[config.mk]
export PLATFORM = sky130hd
export DESIGN_NAME = tiny_register_alu_core
export DESIGN_NICKNAME = d
export VERILOG_FILES = /design/src/rtl/tra_pkg.sv /design/src/rtl/tra_div.sv /design/src/rtl/tiny_register_alu_core.sv
export SDC_FILE = /design/constraint.sdc
export NUM_CORES = 2
export LEC_CHECK = 0
export BUFFER_PORTS_ARGS = -buffer_cell sky130_fd_sc_hd__buf_2
export CAP_MARGIN = 20
export CORE_ASPECT_RATIO = 0.8
export CORE_UTILIZATION = 50
export CTS_CLUSTER_SIZE = 16
export DETAILED_ROUTE_END_ITERATION = 10
export PLACE_DENSITY = 0.66
export SLEW_MARGIN = 20
export SYNTH_ARGS = -nofsm -noshare
export SYNTH_HDL_FRONTEND = slang
export SYNTH_SLANG_ARGS = --single-unit
[constraint.sdc]
create_clock -name i_clk -period 13.8 [get_ports i_clk]
set_input_delay 2.76 -clock i_clk [delete_from_list [all_inputs] [get_ports i_clk]]
set_output_delay 2.76 -clock i_clk [all_outputs]
set_load 0.005 [all_outputs]
[src/rtl/tra_pkg.sv]
// Shared types, opcodes and state encodings for the tiny register ALU core.
`default_nettype none

package tra_pkg;

    // Datapath width and divider iteration count
    localparam int unsigned DATA_W = 32;
    localparam int unsigned DIV_W  = 32;
    localparam int unsigned CNT_W  = $clog2(DIV_W);

    // Opcodes
    localparam logic [7:0] OP_AND  = 8'd1;
    localparam logic [7:0] OP_OR   = 8'd2;
    localparam logic [7:0] OP_XOR  = 8'd3;
    localparam logic [7:0] OP_DIV  = 8'd128;
    localparam logic [7:0] OP_MUL  = 8'd129;
    localparam logic [7:0] OP_ADD  = 8'd130;
    localparam logic [7:0] OP_SUB  = 8'd131;
    localparam logic [7:0] OP_MOV  = 8'd132;
    localparam logic [7:0] OP_NOT  = 8'd68;
    localparam logic [7:0] OP_DEC  = 8'd192;
    localparam logic [7:0] OP_INC  = 8'd193;
    localparam logic [7:0] OP_SSGN = 8'd194;
    localparam logic [7:0] OP_ISGN = 8'd195;

    // Mask applied by NOT
    localparam logic [DATA_W-1:0] NOT_MASK = 32'd255;

    typedef struct packed {
        logic [7:0]  op;
        logic        op2_is_immediate;
        logic        op2_positive;
        logic [3:0]  op1_reg;
        logic [15:0] op2_value;
    } t_instr;

    typedef struct packed {
        logic [3:0]         dest_reg;
        logic signed [31:0] write_value;
        logic               did_write;
        logic [15:0]        next_pc;
        logic               div_by_zero;
        logic               out_of_program;
    } t_result;

    typedef struct packed {
        logic busy;
        logic done;
    } t_div_status;

    typedef enum logic [1:0] {
        S_IDLE,
        S_EXEC,
        S_DIV,
        S_DONE
    } t_core_state;

    typedef enum logic [1:0] {
        D_IDLE,
        D_RUN,
        D_FIN
    } t_div_state;

endpackage

`default_nettype wire

[src/rtl/tra_div.sv]
// Iterative signed 32-bit divider, one quotient bit per cycle, truncating.
`default_nettype none

module tra_div (
    input  wire logic                          i_clk,
    input  wire logic                          i_rst_n,
    input  wire logic                          i_start,
    input  wire logic [tra_pkg::DATA_W-1:0]    i_dividend,
    input  wire logic [tra_pkg::DATA_W-1:0]    i_divisor,
    output tra_pkg::t_div_status               o_status,
    output logic      [tra_pkg::DATA_W-1:0]    o_quotient
);

    localparam int unsigned W = tra_pkg::DATA_W;

    tra_pkg::t_div_state r_state, n_state;

    logic [W-1:0]                r_rem;
    logic [W-1:0]                r_q;
    logic [W-1:0]                r_d;
    logic                        r_neg;
    logic [tra_pkg::CNT_W-1:0]   r_cnt;

    logic [W:0] w_shift;
    logic [W:0] w_diff;

    assign w_shift = {r_rem, r_q[W-1]};
    assign w_diff  = w_shift - {1'b0, r_d};

    always_ff @(posedge i_clk) begin
        if (!i_rst_n) begin
            r_state <= tra_pkg::D_IDLE;
        end else begin
            r_state <= n_state;
        end
    end

    always_comb begin
        n_state    = r_state;
        o_status   = '0;
        o_quotient = r_neg ? (W'(0) - r_q) : r_q;
        case (r_state)
            tra_pkg::D_IDLE: begin
                if (i_start) begin
                    n_state = tra_pkg::D_RUN;
                end
            end
            tra_pkg::D_RUN: begin
                o_status.busy = 1'b1;
                if (r_cnt == tra_pkg::CNT_W'(tra_pkg::DIV_W - 1)) begin
                    n_state = tra_pkg::D_FIN;
                end
            end
            tra_pkg::D_FIN: begin
                o_status.busy = 1'b1;
                o_status.done = 1'b1;
                n_state       = tra_pkg::D_IDLE;
            end
            default: begin
                n_state = tra_pkg::D_IDLE;
            end
        endcase
    end

    // Load magnitudes at start, then shift one bit a cycle
    always_ff @(posedge i_clk) begin
        if (r_state == tra_pkg::D_IDLE && i_start) begin
            r_neg <= i_dividend[W-1] ^ i_divisor[W-1];
            r_q   <= i_dividend[W-1] ? (W'(0) - i_dividend) : i_dividend;
            r_d   <= i_divisor[W-1] ? (W'(0) - i_divisor) : i_divisor;
            r_rem <= '0;
            r_cnt <= '0;
        end else if (r_state == tra_pkg::D_RUN) begin
            r_cnt <= r_cnt + 1'b1;
            if (!w_diff[W]) begin
                r_rem <= w_diff[W-1:0];
                r_q   <= {r_q[W-2:0], 1'b1};
            end else begin
                r_rem <= w_shift[W-1:0];
                r_q   <= {r_q[W-2:0], 1'b0};
            end
        end
    end

endmodule

`default_nettype wire

[src/rtl/tiny_register_alu_core.sv]
// Top level of the tiny register ALU core: register file, sequencer and result register.
//
// Usage:
//   Input channel (i_in_valid / o_in_ready / i_in_item) carries one decoded
//   instruction per item. Output channel (o_out_valid / i_out_ready /
//   o_out_item) returns exactly one result item per instruction, in order.
//   i_cfg_we / i_cfg_data write program_length; write it only while idle.
// Sequencing and throughput:
//   Most instructions read both register operands from the register file on
//   accept, then execute and commit. DIV with a non-zero divisor also runs
//   the divider, which produces one
//   quotient bit per cycle (start, 32 steps, sign fix). The block takes one
//   item at a time and is ready again once the result is registered.
// Reset (synchronous, i_rst_n low): clears the sequencer, program counter,
//   halt flag, register valid bits (all registers read as zero) and sets
//   program_length to 65535.
// Stall: a result waits in the output register while i_out_ready is low;
//   a further result parks in a holding register and the core stays busy,
//   not ready for a new item, until the output register frees.
`default_nettype none

module tiny_register_alu_core #(
    parameter int unsigned REG_COUNT   = 16,
    parameter int unsigned INSTR_BYTES = 5
) (
    input  wire logic             i_clk,
    input  wire logic             i_rst_n,
    input  wire logic             i_in_valid,
    output logic                  o_in_ready,
    input  wire tra_pkg::t_instr  i_in_item,
    output logic                  o_out_valid,
    input  wire logic             i_out_ready,
    output tra_pkg::t_result      o_out_item,
    input  wire logic             i_cfg_we,
    input  wire logic [15:0]      i_cfg_data
);

    localparam int unsigned W     = tra_pkg::DATA_W;
    localparam int unsigned IDX_W = $clog2(REG_COUNT);

    // Map a 4-bit register field onto the register file, wrapping at REG_COUNT
    function automatic logic [3:0] reg_idx(input logic [3:0] v);
        logic [3:0] res;
        int         m;
        res = '0;
        m   = 0;
        for (int k = 0; k < 16; k++) begin
            if (4'(k) == v) begin
                res = 4'(m);
            end
            m = (m == int'(REG_COUNT) - 1) ? 0 : m + 1;
        end
        return res;
    endfunction

    // Register file: memory with a valid bit per entry so reset reads as zero
    logic [W-1:0]           r_regs [REG_COUNT];
    logic [REG_COUNT-1:0]   r_reg_vld;

    // Sequencer and architectural state
    tra_pkg::t_core_state   r_state, n_state;
    logic [15:0]            r_pc;
    logic                   r_halt;
    logic [15:0]            r_prog_len;

    // Captured item and operand reads
    tra_pkg::t_instr        r_item;
    logic [3:0]             r_dst4;
    logic [W-1:0]           r_x_raw;
    logic [W-1:0]           r_y_raw;
    logic                   r_x_vld;
    logic                   r_y_vld;

    // Result parking and output registers
    tra_pkg::t_result       r_res;
    logic                   r_out_vld;
    tra_pkg::t_result       r_out_item;

    // Combinational datapath
    logic [3:0]             w_x_idx4;
    logic [3:0]             w_y_idx4;
    logic [W-1:0]           w_x;
    logic [W-1:0]           w_y;
    logic [W-1:0]           w_imm;
    logic [W-1:0]           w_alu;
    logic [16:0]            w_pc_sum;
    logic                   w_oop;
    logic                   w_accept;
    logic                   w_out_free;
    logic                   w_commit;
    tra_pkg::t_result       w_commit_item;
    logic                   w_div_start;
    tra_pkg::t_div_status   w_div_st;
    logic [W-1:0]           w_div_q;

    assign w_accept    = i_in_valid && o_in_ready;
    assign o_in_ready  = (r_state == tra_pkg::S_IDLE);
    assign w_out_free  = !r_out_vld || i_out_ready;
    assign o_out_valid = r_out_vld;
    assign o_out_item  = r_out_item;

    assign w_x_idx4 = reg_idx(i_in_item.op1_reg);
    assign w_y_idx4 = reg_idx(i_in_item.op2_value[3:0]);

    // Operand read on accept, register write on commit
    always_ff @(posedge i_clk) begin
        if (w_accept) begin
            r_item  <= i_in_item;
            r_dst4  <= w_x_idx4;
            r_x_raw <= r_regs[IDX_W'(w_x_idx4)];
            r_y_raw <= r_regs[IDX_W'(w_y_idx4)];
            r_x_vld <= r_reg_vld[IDX_W'(w_x_idx4)];
            r_y_vld <= r_reg_vld[IDX_W'(w_y_idx4)];
        end
        if (w_commit && !r_halt) begin
            r_regs[IDX_W'(r_dst4)] <= w_commit_item.write_value;
        end
    end

    assign w_x   = r_x_vld ? r_x_raw : '0;
    assign w_imm = {16'b0, r_item.op2_value};
    assign w_y   = r_item.op2_is_immediate
                   ? (r_item.op2_positive ? w_imm : (W'(0) - w_imm))
                   : (r_y_vld ? r_y_raw : '0);

    always_comb begin
        case (r_item.op)
            tra_pkg::OP_AND:  w_alu = w_x & w_y;
            tra_pkg::OP_OR:   w_alu = w_x | w_y;
            tra_pkg::OP_XOR:  w_alu = w_x ^ w_y;
            tra_pkg::OP_ADD:  w_alu = w_x + w_y;
            tra_pkg::OP_SUB:  w_alu = w_x - w_y;
            tra_pkg::OP_MUL:  w_alu = W'(w_x * w_y);
            tra_pkg::OP_MOV:  w_alu = w_y;
            tra_pkg::OP_NOT:  w_alu = w_x ^ tra_pkg::NOT_MASK;
            tra_pkg::OP_DEC:  w_alu = w_x - W'(1);
            tra_pkg::OP_INC:  w_alu = w_x + W'(1);
            tra_pkg::OP_SSGN: w_alu = (w_y[W-1] && w_x == W'(1)) ? (W'(0) - w_y) : '0;
            tra_pkg::OP_ISGN: w_alu = W'(0) - w_x;
            default:          w_alu = '0;
        endcase
    end

    // Program counter check against the program length
    assign w_pc_sum = {1'b0, r_pc} + 17'(INSTR_BYTES);
    assign w_oop    = w_pc_sum > {1'b0, r_prog_len};

    tra_div u_div (
        .i_clk      (i_clk),
        .i_rst_n    (i_rst_n),
        .i_start    (w_div_start),
        .i_dividend (w_x),
        .i_divisor  (w_y),
        .o_status   (w_div_st),
        .o_quotient (w_div_q)
    );

    // Next state and commit
    always_comb begin
        n_state       = r_state;
        w_commit      = 1'b0;
        w_div_start   = 1'b0;
        w_commit_item = '0;

        w_commit_item.dest_reg       = r_dst4;
        w_commit_item.write_value    = w_alu;
        w_commit_item.did_write      = 1'b1;
        w_commit_item.next_pc        = w_oop ? r_pc : w_pc_sum[15:0];
        w_commit_item.out_of_program = w_oop;
        w_commit_item.div_by_zero    = 1'b0;

        case (r_state)
            tra_pkg::S_IDLE: begin
                if (w_accept) begin
                    n_state = tra_pkg::S_EXEC;
                end
            end
            tra_pkg::S_EXEC: begin
                if (r_halt) begin
                    // Halted: report the frozen state, change nothing
                    w_commit                     = 1'b1;
                    w_commit_item                = '0;
                    w_commit_item.next_pc        = r_pc;
                    w_commit_item.out_of_program = 1'b1;
                end else if (r_item.op == tra_pkg::OP_DIV && w_y != '0) begin
                    w_div_start = 1'b1;
                    n_state     = tra_pkg::S_DIV;
                end else begin
                    w_commit = 1'b1;
                    if (r_item.op == tra_pkg::OP_DIV) begin
                        w_commit_item.write_value = '0;
                        w_commit_item.div_by_zero = 1'b1;
                    end
                end
                if (w_commit) begin
                    n_state = w_out_free ? tra_pkg::S_IDLE : tra_pkg::S_DONE;
                end
            end
            tra_pkg::S_DIV: begin
                if (w_div_st.done) begin
                    w_commit                  = 1'b1;
                    w_commit_item.write_value = w_div_q;
                    n_state = w_out_free ? tra_pkg::S_IDLE : tra_pkg::S_DONE;
                end
            end
            tra_pkg::S_DONE: begin
                if (w_out_free) begin
                    n_state = tra_pkg::S_IDLE;
                end
            end
            default: begin
                n_state = tra_pkg::S_IDLE;
            end
        endcase
    end

    always_ff @(posedge i_clk) begin
        if (!i_rst_n) begin
            r_state <= tra_pkg::S_IDLE;
        end else begin
            r_state <= n_state;
        end
    end

    // Architectural state: program counter, halt, valid bits, config
    always_ff @(posedge i_clk) begin
        if (!i_rst_n) begin
            r_pc       <= '0;
            r_halt     <= 1'b0;
            r_reg_vld  <= '0;
            r_prog_len <= 16'hFFFF;
        end else begin
            if (i_cfg_we) begin
                r_prog_len <= i_cfg_data;
            end
            if (w_commit && !r_halt) begin
                r_reg_vld[IDX_W'(r_dst4)] <= 1'b1;
                if (w_oop) begin
                    r_halt <= 1'b1;
                end else begin
                    r_pc <= w_pc_sum[15:0];
                end
            end
        end
    end

    // Hold every committed result, for use when the output register is still occupied
    always_ff @(posedge i_clk) begin
        if (w_commit) begin
            r_res <= w_commit_item;
        end
    end

    always_ff @(posedge i_clk) begin
        if (!i_rst_n) begin
            r_out_vld <= 1'b0;
        end else if (w_commit && w_out_free) begin
            r_out_vld <= 1'b1;
        end else if (r_state == tra_pkg::S_DONE && w_out_free) begin
            r_out_vld <= 1'b1;
        end else if (i_out_ready) begin
            r_out_vld <= 1'b0;
        end
    end

    always_ff @(posedge i_clk) begin
        if (w_commit && w_out_free) begin
            r_out_item <= w_commit_item;
        end else if (r_state == tra_pkg::S_DONE && w_out_free) begin
            r_out_item <= r_res;
        end
    end

    // An accepted item always goes to execute next
    a_accept_exec: assert property (@(posedge i_clk) disable iff (!i_rst_n)
        w_accept |=> (r_state == tra_pkg::S_EXEC))
        else $error("accepted item did not enter execute");

    // Only reset leaves the halted state
    a_halt_sticky: assert property (@(posedge i_clk) disable iff (!i_rst_n)
        r_halt |=> r_halt)
        else $error("halt flag cleared without reset");

    // Program counter moves only on a commit
    a_pc_commit: assert property (@(posedge i_clk) disable iff (!i_rst_n)
        !w_commit |=> $stable(r_pc))
        else $error("program counter changed without a commit");

    // Divider is never restarted while busy
    a_div_idle: assert property (@(posedge i_clk) disable iff (!i_rst_n)
        w_div_start |-> !w_div_st.busy)
        else $error("divider started while busy");

    // A result without a write is a halted result
    a_nowrite_halt: assert property (@(posedge i_clk) disable iff (!i_rst_n)
        (o_out_valid && !o_out_item.did_write) |-> o_out_item.out_of_program)
        else $error("result without write not flagged as overrun");

endmodule

`default_nettype wire
Word level (Yosys, flattened, before mapping)
Memory sizes are Yosys's and may differ from the RTL's. A register that Yosys moved wholly into a read port is not among the register bits. Cells that the tools add are included.

Bits in registers: 298. RAM bits: 512. Bits of input ports: 51. Output and inout port bits: 57. Word-level logic and storage cells: 223. Memories: 1.

$add $sub $neg: 11. Multiply operators: 1. Magnitude comparators: 5. Eq/ne operators: 57. Muxes and demuxes: 90. Bitwise gates (word level): 6. Reductions and logical operators: 20.

Memory list: r_regs (words 16, width 32, rd ports 2, clocked after memory_dff 2, wr ports 1, RTL line tiny_register_alu_core.sv:57) `logic [W-1:0] r_regs [REG_COUNT];`.

Operators by type and width (number): 32-bit two-way mux (14); 32-bit one-hot mux with 12 select lines (1); 4-bit two-way mux (30); 55-bit two-way mux (2); 1-bit by 32-bit subtractor with 32-bit output (first input constant) (3); 8-bit equality test (second input constant) (9); 4-bit equality test (first input constant) (16); 32-bit one-hot mux with 2 select lines (1); 33-bit by 32-bit subtractor with 33-bit output (1); 32-bit by 1-bit adder with 32-bit output (second input constant) (1); 32-bit adder (1); 32-bit AND (1); 3-bit by 4-bit equality test with 1-bit output (first input constant) (8); 32-bit by 1-bit equality test with 1-bit output (second input constant) (1); 32-bit by 32-bit multiplier with 32-bit output (1); 32-bit bitwise OR (1); 32-bit nonzero test (1); 32-bit by 1-bit subtractor with 32-bit output (second input constant) (1); 32-bit subtractor (1); 32-bit XOR (1); 31-bit two-way mux (1); 1-bit two-way mux (23); 19-bit two-way mux (1); 2-bit two-way mux (9); other kinds (35) (61).

Logic depth before layout (Yosys ltp)
Depth in word-level cells: 18. Gate-level depth with buffers: 38. Gate-level depth less buffers: 35.

Cells and area by module
A second synthesis with hierarchy kept.

Cells, all modules: 5594. Area, all modules: 63825.0 um2.

Modules (own cells, without submodules): tiny_register_alu_core (times used 1, cells an instance 4695, area each 56178.9 um2, seq. area each 22601.7 um2); tra_div (times used 1, cells an instance 899, area each 7646.1 um2, seq. area each 2732.6 um2).

Worst setup path after synthesis
Ideal clock, no wire load.

Kind: register -> register. From: reg r_item[21] (netlist name). To: reg r_out_item (netlist bit o_out_item[50]) (data pin). Arrival time: 9.346 ns. Data required time: 13.540 ns. Path slack: 4.194 ns. Cell stages (with the launch flop): 36. Buffers on the path: 7. Cells stage by stage: edfxtp_1 buf_2 nor2b_1 clkbuf_1 clkbuf_1 buf_1 clkbuf_1 buf_1 nand2_1 nand2_1 clkbuf_1 nand2_1 fa_1 inv_1 fa_1 inv_1 fa_1 inv_1 fa_1 inv_1 fa_1 fa_1 fa_1 fa_1 xnor2_1 xnor2_1 xnor2_1 xnor2_1 xnor2_1 xnor2_1 xnor3_1 xnor3_1 xnor3_1 a211oi_2 a21oi_2 mux2_2.

RTL lines: from (decl) (RTL line tiny_register_alu_core.sv:67) `tra_pkg::t_instr r_item;`; from (signal assigned) (RTL line tiny_register_alu_core.sv:108) `r_item <= i_in_item;`; to (signal assigned) (RTL line tiny_register_alu_core.sv:268) `r_out_item <= w_commit_item;`; to (signal assigned) (RTL line tiny_register_alu_core.sv:270) `r_out_item <= r_res;`; to (decl) (RTL line tiny_register_alu_core.sv:77) `tra_pkg::t_result r_out_item;`.

==> summary.md <==
| Metric | Value |
|---|---|
| Run status | `completed` |
| Switching share of total power | `a little under two fifths` |
| Vertical extent of the die | `320.7 um` |
| Commonest register cell after synthesis | `sky130_fd_sc_hd__edfxtp_1` |
| DRC Markers | `0` |
| Setup total negative slack | `0 ps` |
| Fraction of layout instances using a drive strength above 1 | `14.51%` |
| Unrepaired setup endpoints after global routing | `false` |
| Leakage component of the power | `26.41 nW` |
| Met3 demand-to-capacity share in global routing | `10.03%` |
| Global-route wire length before repair | `about 320000 um` |
| Final period demand of the worst path | `11720 ps` |
| Most frequent cell after synthesis | `sky130_fd_sc_hd__edfxtp_1` |
| Critical path endpoint category | `flop` |
| Count of boundary I/O pins | `108` |
| Slowest library cell on the worst path | `sky130_fd_sc_hd__o311ai_1` |
| Via count of the first global-routing pass | `45950` |
| Clk_lat worst skew | `between 600 and 700 ps` |
| Part of the Yosys area used for sequential elements | `39.91%` |
| Path category of the worst min-delay check | `flop to flop` |
| Core utilization of the finished layout | `a little over half` |
| CTS buffer count | `slightly above 80` |
| Count of final setup violators | `0` |
| GRT Resource Usage Total | `between 30% and 40%` |
| Total power | `roughly 9 mW` |
| Internal power of the cells | `5.519 mW` |
| Routed wire per std cell | `30.77 um` |
| Longest individual stage delay on the worst path | `between 900 and 1000 ps` |
| Synth top area cells | `sky130_fd_sc_hd__edfxtp_1 37%, sky130_fd_sc_hd__fa_1 13%, sky130_fd_sc_hd__mux4_2 12%, sky130_fd_sc_hd__ha_1 5.5%, sky130_fd_sc_hd__nand2_1 4.0%` |
| Number of nets produced by synthesis | `around 6200` |
| Global route overflow | `0` |
| Critical setup path kind | `flop to flop` |
| Number of antenna violations at the first check in global routing | `14` |
| Average cell area after synthesis | `11.57 um2` |
| Placed cell count | `7068` |
| Post-cts repair resize count | `0` |
| Peak supply drop | `0.0001404 V` |
| M1 GR Usage | `50.69%` |
| Largest net degree at the start of global routing | `80` |
| H-tree levels | `3` |
| Yosys warning total | `0` |
| Initial DRT Pass Iterations | `8` |
| Worst slew pin tran | `roughly 1200 ps` |
| Root cell of the clock tree | `sky130_fd_sc_hd__clkbuf_16` |
| Arrival time of the worst setup path | `12160 ps` |
| Syn Inst Count | `roughly 5500` |
| Die ar. | `between 100000 and 150000 um2` |
| Cell type with the largest total area after synthesis | `sky130_fd_sc_hd__edfxtp_1` |
| Core footprint | `roughly 130000 um2` |
| Total clock sinks | `874` |
| Count of vias placed by the detailed router | `47100` |
| Net total in the final layout | `approximately 6200` |
| Starting Density | `50.56%` |
| Grt met2 use | `49.62%` |
| Clock-pin slew of the registers on the worst-case setup and hold paths | `60 ps` |
| Synth async-reset ratio | `0%` |
| Pwr per Cell Area | `127.6 nW/um2` |
| Worst setup skew after layout | `42.18 ps` |
| Total half-perimeter wirelength after legalization and detailed placement | `156000 um` |
| Drt first-iter violations | `6492` |
| CTS max path bufs | `3` |
| Setup ws final | `2075 ps` |
| Most numerous cell on the critical path | `sky130_fd_sc_hd__fa_1` |
| Portion of total power attributed to sequential cells | `34.4%` |
| Relative slew margins | `20.00%` |
| Sw Pwr | `3.273 mW` |
| Dpl ws | `2346 ps` |
| Sort of element at the start of the critical path | `flop` |
| Leading cell types by count after synthesis | `783 x sky130_fd_sc_hd__edfxtp_1, 671 x sky130_fd_sc_hd__nand2_1, 559 x sky130_fd_sc_hd__inv_1` |
| Reg2Reg Setup Slack | `2080 ps` |
| Required @ worst endpoint | `~14000 ps` |
| Maximum fanout encountered on the critical timing path | `20` |
| Width of the die | `400.4 um` |
| Path depth of the worst reg2reg path | `31` |
| Portion of total power attributed to the clock network | `between 20% and 30%` |
| Fin crit share | `84.96%` |
| Count of unique library cells instantiated by Yosys | `~110` |
| Per-cell via count in the routed design | `approximately 6.5` |
| Number of register bits inferred by synthesis | `874` |
| Number of flops mapped to enable cells by yosys | `between 700 and 800` |
| Post-synth top area share | `37.04%` |
| Count of hold-fix buffers inserted at cts | `0` |
| Drt total wl | `222200 um` |
| Gp weighted congestion | `approximately 1.1` |
| Final hold violation count | `0` |
| Remaining number of nets flagged by the antenna check after routing | `0` |
| Total of buffers placed on input and output ports | `~110` |
| Std-Cell Rows | `116` |
| Buffers inserted during post-CTS setup optimization | `0` |
| Part of the total power dissipated in combinational logic | `39.1%` |
| Number of inserted filler cells in the final layout | `10550` |
| Layer with the highest usage | `met1` |
| Instance count along the most critical hold path | `2` |
| Syn-to-layout area delta | `8.581%` |
| TritonCTS clock tree | `yes` |
| Synth Cell Area | `63470 um2` |
| Max-cap check violation count | `0` |
| F_max | `85.29 MHz` |
| Final Instance Count excl. Fillers | `7221` |
| Slew Limit Fails | `0` |
[power groups by stage]
| stage | Clock [mW] | Sequential, mW | Combinational [mW] |
|---|---|---|---|
| CTS | 2.36 | 3.02 | 3.34 |
| detailed placement | 0 | 3.07 | 3.31 |
| finish | 2.33 | 3.02 | 3.44 |
| global route | 2.46 | 3.02 | 3.65 |
| floorplan | 0 | 3.04 | 2.15 |
| global placement | 0 | 3.07 | 3.27 |
[area by class of cell]
cell class	count	area [um2]	share of cell area, %
Tap cell	1652	2067	2.999
Multi-Input combinational cell	3695	34880	50.60
Clock inverter	46	509.2	0.7389
Inverter	590	2216	3.215
Clock buffer	105	2222	3.224
Timing Repair Buffer	257	1692	2.454
Sequential cell	874	25330	36.76
Antenna cell	2	5.005	0.007262
[routing by layer]
layer | part of all wire [%] | wire [um]
met1 | 40 | 89900
met2 | 42 | 92420
met3 | 14 | 30720
met4 | 4.1 | 9135
met5 | 0.023 | 51
[path summary, 6_finish.rpt]
path / from / to
max: r_item[0] / o_out_item[48]
min: r_reg_vld[13] / r_reg_vld[13]
max reg2reg: r_item[0] / o_out_item[48]
min reg2reg: r_reg_vld[13] / r_reg_vld[13]
[state kept, by name, summed over array words and instances, names as in the netlist, 4 cells and up]
| signal | cells |
|---|---|
| u_div.r_rem | 32 |
| u_div.r_q | 32 |
| r_prog_len | 16 |
| u_div.r_d | 32 |
| u_div.r_cnt | 5 |
| r_y_raw | 32 |
| r_x_raw | 32 |
| r_regs | 512 |
| r_item | 26 |
| r_reg_vld | 16 |
| r_pc | 16 |
| r_dst4 | 4 |
| o_out_item | 55 |
| r_res | 55 |
[stage by stage]
| stage | cell area, um2 | hold WS (ps) |
|---|---|---|
| 6_report | 68920 | 474.1 |
| 5_1_grt | 68920 | 499.5 |
| 4_1_cts | 68910 | 478.7 |
| 3_5_place_dp | 66180 | 457.4 |
| 3_3_place_gp | 66160 | 448.3 |
| 2_1_floorplan | 63470 | 436.2 |
[placed cells by master, fill, tap and decap left out, drive strengths merged, types with 23 or more instances in the layout]
cell and count:
mux2i 30, a31oi 23, a21o 46, mux4 330
ha 279, nand2b 25, o21a 30, or3 38
o31ai 32, o22ai 43, xor2 68, o21ai 250
a21oi 182, edfxtp 783, buf 255, nor2b 35
mux2 53, a221oi 26, nand2 676, fa 410
and3 30, dfxtp 91, xnor2 206, nand3 114
o211ai 32, clkbuf 107, nor2 363, and2 34
inv 570, nor3 45, a211oi 23, clkinv 53
[kinds of logic (layout without fill, tap and decap cells)]
group           count (synthesis)  in the layout  synth area share, %
compound gates                867            867                8.927
xor+xnor                      279            279                3.958
fa+ha+maj                     689            689                18.43
buf+inv                       915            998                5.505
flops                         874            874                39.91
mux                           413            413                13.12
other cells                     0              2                    0
simple gates                 1447           1447                10.14
[critical path, delay by kind of cell (launching register included)]
| family | cells | cell delay (ps) |
|---|---|---|
| mux | 1 | 360 |
| compound gates | 8 | 2990 |
| buf+inv | 6 | 1120 |
| simple gates | 6 | 1980 |
| fa+ha+maj | 10 | 4560 |
| flops | 1 | 490 |
(Power assumes the default switching activity.)
